File: src/rtl/spa_pkg.sv
// Package for the sparse paged array: widths, request codes, shared types.
`timescale 1ns / 1ps
package spa_pkg;
  localparam int FRAGS      = 32;
  localparam int CELLS      = 32;
  localparam int FRAG_W     = 5;
  localparam int OFF_W      = 5;
  localparam int ADDR_W     = FRAG_W + OFF_W;
  localparam int VALUE_W    = 32;
  localparam int IDX_W      = 10;
  localparam int CFG_W      = 6;
  localparam int CNT_W      = 11;

  typedef enum logic [2:0] {
    REQ_SET      = 3'd0,
    REQ_GET      = 3'd1,
    REQ_DELETE   = 3'd2,
    REQ_CONTAINS = 3'd3,
    REQ_ISSET    = 3'd4,
    REQ_CLEAR    = 3'd5
  } req_t;

  localparam logic CFG_FRAG_TOTAL = 1'b0;
  localparam logic CFG_CELLS      = 1'b1;

  // memory access request from control to the cell store
  typedef struct packed {
    logic              rd_en;
    logic [ADDR_W-1:0] rd_addr;
    logic              wr_en;
    logic [ADDR_W-1:0] wr_addr;
    logic [VALUE_W-1:0] wr_data;
  } mem_req_t;

  function automatic logic [CFG_W-1:0] clamp_cfg(input logic [CFG_W-1:0] v,
                                                 input logic [CFG_W-1:0] mx);
    logic [CFG_W-1:0] r;
    r = v;
    if (v == '0) r = CFG_W'(1);
    else if (v > mx) r = mx;
    return r;
  endfunction
endpackage

File: src/rtl/spa_ctrl.sv
// Request sequencer: index split, valid bits, fill counts, scan and result.
`timescale 1ns / 1ps
module spa_ctrl (
  input  logic                        clk,
  input  logic                        rst_n,
  input  logic                        cfg_we,
  input  logic [0:0]                  cfg_idx,
  input  logic [spa_pkg::CFG_W-1:0]   cfg_data,
  input  logic                        in_valid,
  output logic                        in_stall,
  input  logic [2:0]                  in_req_type,
  input  logic [spa_pkg::IDX_W-1:0]   in_cell_index,
  input  logic [spa_pkg::VALUE_W-1:0] in_key_value,
  output spa_pkg::mem_req_t           mreq,
  input  logic [spa_pkg::VALUE_W-1:0] rd_data,
  output logic                        out_valid,
  input  logic                        out_stall,
  output logic                        out_status,
  output logic [spa_pkg::VALUE_W-1:0] out_read_value,
  output logic                        out_hit,
  output logic [spa_pkg::CNT_W-1:0]   out_element_count,
  output logic [spa_pkg::CFG_W-1:0]   out_active_fragment_count,
  output logic [spa_pkg::CNT_W-1:0]   out_allocated_cells
);
  import spa_pkg::*;

  typedef enum logic [2:0] {S_IDLE, S_DIV, S_ACC, S_SCAN, S_LAST, S_OUT} st_t;

  st_t                st_r;
  logic [CFG_W-1:0]   ftot_r, cpf_r;
  logic [CELLS-1:0]   vbits_r [FRAGS];
  logic [CFG_W-1:0]   fill_r [FRAGS];
  logic [FRAGS-1:0]   act_r;
  logic [CNT_W-1:0]   tot_r;
  logic [CFG_W-1:0]   acnt_r;
  logic [2:0]         req_r;
  logic [IDX_W-1:0]   rem_r;
  logic [FRAG_W-1:0]  frag_r;
  logic [VALUE_W-1:0] key_r;
  logic [FRAG_W-1:0]  sf_r;
  logic [OFF_W-1:0]   sc_r;
  logic               sv_r;
  // result of the item in work, kept apart from a result still waiting at the output
  logic               sts_r;
  logic               hit_r;
  logic [VALUE_W-1:0] val_r;

  logic [FRAG_W-1:0]  fr;
  logic [OFF_W-1:0]   off;
  logic [CNT_W-1:0]   lim;
  logic               cell_v, in_rng;

  assign fr     = frag_r;
  assign off    = rem_r[OFF_W-1:0];
  assign lim    = CNT_W'(ftot_r * cpf_r);
  assign in_rng = CNT_W'(in_cell_index) < lim;
  assign cell_v = act_r[fr] && vbits_r[fr][off];
  assign in_stall = (st_r != S_IDLE);

  always_comb begin
    mreq = '0;
    mreq.wr_addr = {fr, off};
    mreq.wr_data = key_r;
    mreq.rd_addr = {fr, off};
    if (st_r == S_ACC && req_r == REQ_SET) mreq.wr_en = 1'b1;
    if (st_r == S_ACC && req_r == REQ_GET) mreq.rd_en = 1'b1;
    if (st_r == S_SCAN) begin
      mreq.rd_en   = 1'b1;
      mreq.rd_addr = {sf_r, sc_r};
    end
  end

  always_ff @(posedge clk) begin
    if (!rst_n) begin
      st_r      <= S_IDLE;
      ftot_r    <= CFG_W'(FRAGS);
      cpf_r     <= CFG_W'(CELLS);
      act_r     <= '0;
      tot_r     <= '0;
      acnt_r    <= '0;
      out_valid <= 1'b0;
      for (int i = 0; i < FRAGS; i++) fill_r[i] <= '0;
    end else begin
      if (cfg_we) begin
        if (cfg_idx == CFG_FRAG_TOTAL) ftot_r <= clamp_cfg(cfg_data, CFG_W'(FRAGS));
        else                           cpf_r  <= clamp_cfg(cfg_data, CFG_W'(CELLS));
        act_r  <= '0;
        tot_r  <= '0;
        acnt_r <= '0;
      end
      if (out_valid && !out_stall && st_r != S_OUT) out_valid <= 1'b0;
      unique case (st_r)
        S_IDLE: if (in_valid) begin
          req_r  <= in_req_type;
          key_r  <= in_key_value;
          rem_r  <= in_cell_index;
          frag_r <= '0;
          hit_r  <= 1'b0;
          val_r  <= '0;
          sf_r <= '0;
          sc_r <= '0;
          sv_r <= 1'b0;
          case (in_req_type)
            REQ_SET, REQ_GET, REQ_DELETE, REQ_ISSET: begin
              if (in_rng) begin
                sts_r <= 1'b0;
                st_r  <= S_DIV;
              end else begin
                sts_r <= 1'b1;
                st_r  <= S_OUT;
              end
            end
            REQ_CONTAINS: begin
              sts_r <= 1'b0;
              st_r  <= S_SCAN;
            end
            REQ_CLEAR: begin
              act_r  <= '0;
              tot_r  <= '0;
              acnt_r <= '0;
              sts_r  <= 1'b0;
              st_r   <= S_OUT;
            end
            default: begin
              sts_r <= 1'b1;
              st_r  <= S_OUT;
            end
          endcase
        end
        // one subtract per cycle: quotient below 32
        S_DIV: begin
          if (rem_r >= IDX_W'(cpf_r)) begin
            rem_r  <= rem_r - IDX_W'(cpf_r);
            frag_r <= frag_r + 1'b1;
          end else st_r <= S_ACC;
        end
        S_ACC: begin
          st_r <= S_OUT;
          case (req_r)
            REQ_SET: begin
              if (!act_r[fr]) begin
                act_r[fr]   <= 1'b1;
                acnt_r      <= acnt_r + 1'b1;
                vbits_r[fr] <= CELLS'(1) << off;
                fill_r[fr]  <= CFG_W'(1);
                tot_r       <= tot_r + 1'b1;
              end else if (!vbits_r[fr][off]) begin
                vbits_r[fr][off] <= 1'b1;
                fill_r[fr]      <= fill_r[fr] + 1'b1;
                tot_r           <= tot_r + 1'b1;
              end
            end
            REQ_GET: begin
              hit_r <= cell_v;
              if (cell_v) st_r <= S_LAST;
            end
            REQ_ISSET: hit_r <= cell_v;
            default: begin
              if (!cell_v) sts_r <= 1'b1;
              else begin
                vbits_r[fr][off] <= 1'b0;
                fill_r[fr]      <= fill_r[fr] - 1'b1;
                tot_r           <= tot_r - 1'b1;
                if (fill_r[fr] == CFG_W'(1)) begin
                  act_r[fr] <= 1'b0;
                  acnt_r    <= acnt_r - 1'b1;
                end
              end
            end
          endcase
        end
        // pipelined scan: address issued this cycle, data compared next
        S_SCAN: begin
          if (sv_r && rd_data == key_r) hit_r <= 1'b1;
          sv_r <= act_r[sf_r] && vbits_r[sf_r][sc_r];
          if (CFG_W'(sc_r) + 1'b1 >= cpf_r) begin
            sc_r <= '0;
            if (CFG_W'(sf_r) + 1'b1 >= ftot_r) st_r <= S_LAST;
            else sf_r <= sf_r + 1'b1;
          end else sc_r <= sc_r + 1'b1;
        end
        S_LAST: begin
          if (req_r == REQ_GET) val_r <= rd_data;
          else if (sv_r && rd_data == key_r) hit_r <= 1'b1;
          st_r <= S_OUT;
        end
        S_OUT: if (!out_valid || !out_stall) begin
          out_valid                 <= 1'b1;
          out_status                <= sts_r;
          out_read_value            <= val_r;
          out_hit                   <= hit_r;
          out_element_count         <= tot_r;
          out_active_fragment_count <= acnt_r;
          out_allocated_cells       <= CNT_W'(acnt_r * cpf_r);
          st_r                      <= S_IDLE;
        end
        default: st_r <= S_IDLE;
      endcase
    end
  end

`ifndef SYNTHESIS
  a_idle_stall: assert property (@(posedge clk) disable iff (!rst_n)
    (st_r == S_IDLE) |-> !in_stall) else $error("stall while idle");
  a_acnt: assert property (@(posedge clk) disable iff (!rst_n)
    acnt_r == CFG_W'($countones(act_r))) else $error("active count mismatch");
  a_tot: assert property (@(posedge clk) disable iff (!rst_n)
    acnt_r == '0 |-> tot_r == '0) else $error("elements without fragments");
  a_wr: assert property (@(posedge clk) disable iff (!rst_n)
    mreq.wr_en |-> req_r == REQ_SET) else $error("stray write");
`endif
endmodule

File: config.mk
export PLATFORM = sky130hd
export DESIGN_NAME = spa_ctrl
export DESIGN_NICKNAME = d
export VERILOG_FILES = /design/src/rtl/spa_pkg.sv /design/src/rtl/spa_ctrl.sv
export SDC_FILE = /design/constraint.sdc
export NUM_CORES = 2
export LEC_CHECK = 0
export BUFFER_PORTS_ARGS = -buffer_cell sky130_fd_sc_hd__buf_2
export CAP_MARGIN = 40
export CORE_ASPECT_RATIO = 0.5
export CORE_MARGIN = 4
export CORE_UTILIZATION = 57
export DETAILED_ROUTE_END_ITERATION = 10
export HOLD_SLACK_MARGIN = 0.03
export PLACE_DENSITY = 0.82
export SETUP_SLACK_MARGIN = 0.05
export SLEW_MARGIN = 20
export SYNTH_ARGS = -nofsm -noshare
export SYNTH_HDL_FRONTEND = slang
export SYNTH_SLANG_ARGS = --single-unit
File: constraint.sdc
create_clock -name clk -period 6.4 [get_ports clk]
set_input_delay 0.64 -clock clk [delete_from_list [all_inputs] [get_ports clk]]
set_output_delay 0.64 -clock clk [all_outputs]
set_load 0.01 [all_outputs]
; ---- Word level (Yosys, flattened, before mapping)
; Memories as Yosys holds them, arrays and structs flattened. A register that Yosys moved wholly into a read port is not among the register bits.
; Index checks and enable logic that the tools add are counted.
[op_classes]
n_shift = 1
reduce_logical = 38
mux = 172
addsub = 12
n_eq_ne = 27
magnitude_cmp = 11
bitwise = 70
mul = 2
[ops]
columns = operator, count
row1 = two-way mux 32 bit, 11
row2 = case mux 32 bit (2 select lines), 3
row3 = two-way mux 1 bit, 103
row4 = two-way mux 11 bit, 7
row5 = two-way mux 6 bit, 11
row6 = bitwise OR 1 bit, 66
row7 = two-way mux 5 bit, 9
row8 = case mux 11 bit (2 select lines), 2
row9 = AND 32 bit, 1
row10 = == test 32 bit, 1
row11 = inverter 32 bit, 1
row12 = bitwise OR 32 bit, 1
row13 = << shifter 1 x 5 -> 32 bit (first input constant), 1
row14 = case mux 5 bit (2 select lines), 3
row15 = < comparator 5 x 6 -> 1 bit (second input constant), 4
row16 = case mux 6 bit (2 select lines), 2
row17 = multiplier 6 x 6 -> 11 bit, 2
row18 = binary-select mux 1 bit (select 5 bit), 4
row19 = two-way mux 10 bit, 2
row20 = inequality test 2 bit (second input constant), 10
row21 = case mux 10 bit (2 select lines), 1
row22 = AND reduction 5 bit, 4
row23 = two-way mux 3 bit, 6
row24 = case mux 3 bit (6 select lines), 1
row25 = 38 further kinds, 77
[word_totals]
ramBits = 1216
ff_bits = 222
mem_count = 2
out_inout_bits = 118
[memory_table]
columns = memory, depth, width, rd, rd_ports_with_merged_regs, wr, line_no
row1 = vbits_r, 32, 32, 2, 2, 1, spa_ctrl.sv:31  ; logic [CELLS-1:0] vbits_r [FRAGS];
row2 = fill_r, 32, 6, 1, 1, 32, spa_ctrl.sv:32  ; logic [CFG_W-1:0] fill_r [FRAGS];

; ---- Longest topological paths before layout
[depth]
ltp_word = 12
ltp_mapped = 20
mapped_depth_nobuf = 19

; ---- Least setup slack after synthesis
; OpenSTA, ideal clock, no wires.
[synth_path]
path_kind = input port to flip-flop
from = input port rst_n
to = register val_r[0], enable pin
path_buffers = 2
t_arrival_ps = 6412
setup_time_ps = 595
path_stages = 4
setup_slack_ps = -607
path_cell_list = clkbuf_1 clkbuf_1 o21ai_0 a2111oi_0
[synth_via]
elab_chain_len = 1
[synth_rtl]
columns = element, line_no
row1 = "start, declared", spa_ctrl.sv:5  ; input logic rst_n,
row2 = AND reduction 4 bit (no source line), -
row3 = "end signal, assigned", spa_ctrl.sv:183  ; if (req_r == REQ_GET) val_r <= rd_data;
row4 = "end, declared", spa_ctrl.sv:46  ; logic [VALUE_W-1:0] val_r;
; Every way passes these cells.
; A chain may end at the register's enable or synchronous reset.

; ---- Worst setup path after layout
[layout_path]
from = register rem_r[1]
to = memory vbits_r[17][15], enable pin
[layout_via]
elab_chain_len = 10
[layout_rtl]
columns = element, line_no
row1 = "start, declared", spa_ctrl.sv:37  ; logic [IDX_W-1:0] rem_r;
row2 = "start signal, assigned", spa_ctrl.sv:96  ; rem_r <= in_cell_index;
row3 = "start signal, assigned", spa_ctrl.sv:133  ; rem_r <= rem_r - IDX_W'(cpf_r);
row4 = binary-select mux 1 bit (select 5 bit), spa_ctrl.sv:147  ; end else if (!vbits_r[fr][off]) begin
row5 = two-way mux 1 bit (implied by the code), spa_ctrl.sv:147
row6 = two-way mux 1 bit, spa_ctrl.sv:147
row7 = two-way mux 1 bit, spa_ctrl.sv:141  ; if (!act_r[fr]) begin
row8 = two-way mux 1 bit, spa_ctrl.sv:139  ; case (req_r)
row9 = two-way mux 1 bit, spa_ctrl.sv:92  ; unique case (st_r)
row10 = two-way mux 1 bit, spa_ctrl.sv:74  ; if (!rst_n) begin
row11 = two-way mux 32 bit (implied by the code), spa_ctrl.sv:148  ; vbits_r[fr][off] <= 1'b1;
row12 = bitwise OR 1 bit (no source line), -
row13 = bitwise OR 1 bit (no source line) *, -
row14 = "end, declared", spa_ctrl.sv:31
; Mark *: on every way between the ends. The rest lies on a longest branch, timed or not. The select of a mux whose other input is x is not followed.

==> impl_metrics.tcl <==
set metrics [dict create \
    grt_setup_unrepaired "false" \
    slew_headroom 0.3270 \
    clock-sinks 1448 \
    maxCapViolations 0 \
    die_area_sq_mm 0.1375 \
    drive_gt1_frac 0.2653 \
    synth-simple-area-share 0.1064 \
    path_max_fanout 33 \
    io_pins 207 \
    dieHeight_microns 264.2 \
    yosysUniqueCellTypes 81 \
    hold_depth 1 \
    die_width_microns 520.4 \
    ys_ff_latch 1448 \
    drtIter0Drc 10593 \
    fin_worst_skew_ns 0.03780 \
    synthTopCellsByCount "edfxtp_1, nor2_1, mux4_2" \
    dp_cells 7092 \
    rows 93 \
    muxShareOfSynthArea 0.2124 \
    synth_nets 5594 \
    hp-class "input port to flop" \
    drv_slew 0 \
    core_sq_mm 0.1295 \
    grt_pass1_wl_microns 352700 \
    hold_viol 0 \
    yosysWarningCount 0 \
    yosysSeqAreaShare 0.5710 \
    synth-edff-count 1373 \
    setup_viol 1 \
    setup.worst_path.end_class "flop" \
    wl_per_cell_microns 32.89 \
    p_per_area_mw_per_mm2 385.5 \
    tns_ns -0.01497 \
    synthArstFlopShare 0 \
    ys.flop_type "edfxtp_1" \
    remaining_drc_errors 0 \
    cts_setup_buffers 0 \
    numCtsBuffers 134 \
    grt_max_degree 78 \
    yosys.area_share.adder 0.02187 \
    min_period_ns 6.415 \
    nets 5707 \
    grt_overflow 0 \
    criticalPathCategory "flop to flop" \
    synth_top_family_by_area "multiplexers" \
    syn_to_final_growth_pct 12.05 \
    finalCoreUtilization 0.6475 \
    grt_usage 0.3498 \
    tightest_slew_ns 1.009 \
    avgViaCountPerCell 7.316 \
    cts_resized 0 \
    rr_worst_depth 14 \
    tritoncts "done" \
    routed_wl_microns 242700 \
    io_buffer_count 206 \
    vdd.ir_drop.worst_uv 304.0 \
    route.vias.total 53993 \
    violations "setup timing" \
    fin_area_sq_mm 0.08386 \
    synthTopCellsByArea "edfxtp_1, mux4_2, nor2_1" \
    synth_cells 5394 \
    synth_area_per_cell_sq_um 13.87 \
    crit_arrival_ns 6.88 \
    startpoint_type "flop" \
    yosysTopAreaCell "edfxtp_1" \
    first_global_vias 52887 \
    synth_compound_area_frac 0.04173 \
    first_pass_iters 10 \
    antenna_found_initial 14 \
    cts_root_buffer "clkbuf_16" \
    holdBufCountCts 27 \
    cts.path.max_buffers 3 \
    post-synth-top-count-cell "edfxtp_1" \
    finalNonFillerCells 7380 \
    gp_congestion 0.9637 \
    synth.top_cell.area_share 0.5509 \
    start_util 0.5779 \
    cts_htree_levels 4 \
    synth.cell_area_sq_mm 0.07484 \
    layout_setup_ws_ns -0.01497 \
    placed_area_sq_mm 0.07905 \
    synthXorXnorAreaFrac 0.009245 \
    hpwl_microns 150800 \
    final_antenna_net_count 0 \
    clock_latency_ns 0.79 \
    leakagePower_uw 0.02684 \
    required_ns 6.87 \
    fmax_mhz 155.9 \
    whs_ns 0.07520 \
    clk_pin_slew_ns 0.07 \
    period_share 1.002 \
    status "finished, violations left" \
]
cell families after synthesis:
| logic type | count (synthesis) |
|---|---|
| AND/OR/NAND/NOR | 1912 |
| flip-flops | 1448 |
| multiplexers | 755 |
| buffers and inverters | 643 |
| AO/OA/AOI/OAI | 446 |
| adder cells (fa/ha/maj) | 111 |
| XOR/XNOR | 79 |
path summary, 6_finish.rpt:
path / startpoint / to / slack, ns
worst max register to register: rem_r[1] / vbits_r[17][15] / -0.01
worst min-delay path: in_key_value[2] / key_r[2] / 0.08
worst max-delay path: rem_r[1] / vbits_r[17][15] / -0.01
worst min register to register: val_r[17] / out_read_value[17] / 0.42
final cells by class:
type                            instances  area, sq um
Timing Repair Buffer                  518         4287
Fill cell                            8446        45650
Tap cell                             1757         2198
Multi-Input combinational cell       3303        29810
Clock inverter                         72        695.7
Antenna cell                           10        25.02
Clock buffer                          170         3699
Sequential cell                      1448        42760
Inverter                              102        382.9
flip-flops by register name, indices dropped and copies added, names as in the netlist, 5 cells and up, named ones only:
name                       flops
out_active_fragment_count      6
out_allocated_cells           11
sc_r                           5
ftot_r                         6
acnt_r                         6
rem_r                         10
val_r                         32
cpf_r                          6
fill_r                       192
fr                             5
sf_r                           5
key_r                         32
vbits_r                     1024
act_r                         32
tot_r                         11
out_read_value                32
out_element_count             11
routing by layer:
| metal | global-route usage | up-vias | share of wire |
|---|---|---|---|
| li1 | - | 20644 | - |
| met1 | 0.4333 | 26280 | 0.30 |
| met2 | 0.5109 | 5732 | 0.44 |
| met3 | 0.1596 | 1319 | 0.19 |
| met4 | 0.1981 | 18 | 0.070 |
| met5 | 0.01143 | - | 0.0013 |
worst max-delay path, stage by stage, from the launching register on:
cell and delay [ns]:
edfxtp_1 0.82, inv_1 0.51, nand2_1 0.70, buf_4 0.36, a21oi_1 0.14, o21ai_0 0.72, a31oi_1 0.23, buf_4 0.21
a211oi_4 0.38, o21ai_2 0.18, a21oi_4 0.21, buf_12 0.23, nand3_2 0.70, buf_4 0.46, nor2_1 0.21
stage by stage:
| step | setup WS, ns | power (uW) |
|---|---|---|
| after floorplan | 0.9569 | 19350 |
| after global placement | 0.4341 | 23210 |
| after detailed placement | 0.4382 | 23550 |
| after CTS | 0.3554 | 31690 |
| after global routing | 0.1789 | 32960 |
| final | -0.01497 | 32330 |
power breakdown:
group	internal [uW]	switching (uW)	leakage (uW)
clock network	4560	3680	0.00215
registers	10800	744	0.0134
logic	5360	7170	0.0113
cell usage in the layout (no fill, tap or decap), types with 24 or more instances in the layout:
master,instances
edfxtp_1,1373
nor2_1,1325
mux4_2,664
nand2_1,215
buf_4,211
buf_2,209
clkbuf_16,142
inv_1,97
nand3_1,78
ha_1,78
a21oi_1,75
mux2i_1,71
dfxtp_1,66
xnor2_1,63
a22oi_1,59
buf_12,59
and2_1,58
o21ai_0,53
a32o_1,34
nor3_2,33
fa_1,33
nor2b_1,32
nor3_1,30
nand4_1,27
dlygate4sd3_1,27
a21oi_2,25
clkinv_2,25
clkbuf_1,25
clkinv_1,24
Power figures use the tool's default switching activity.
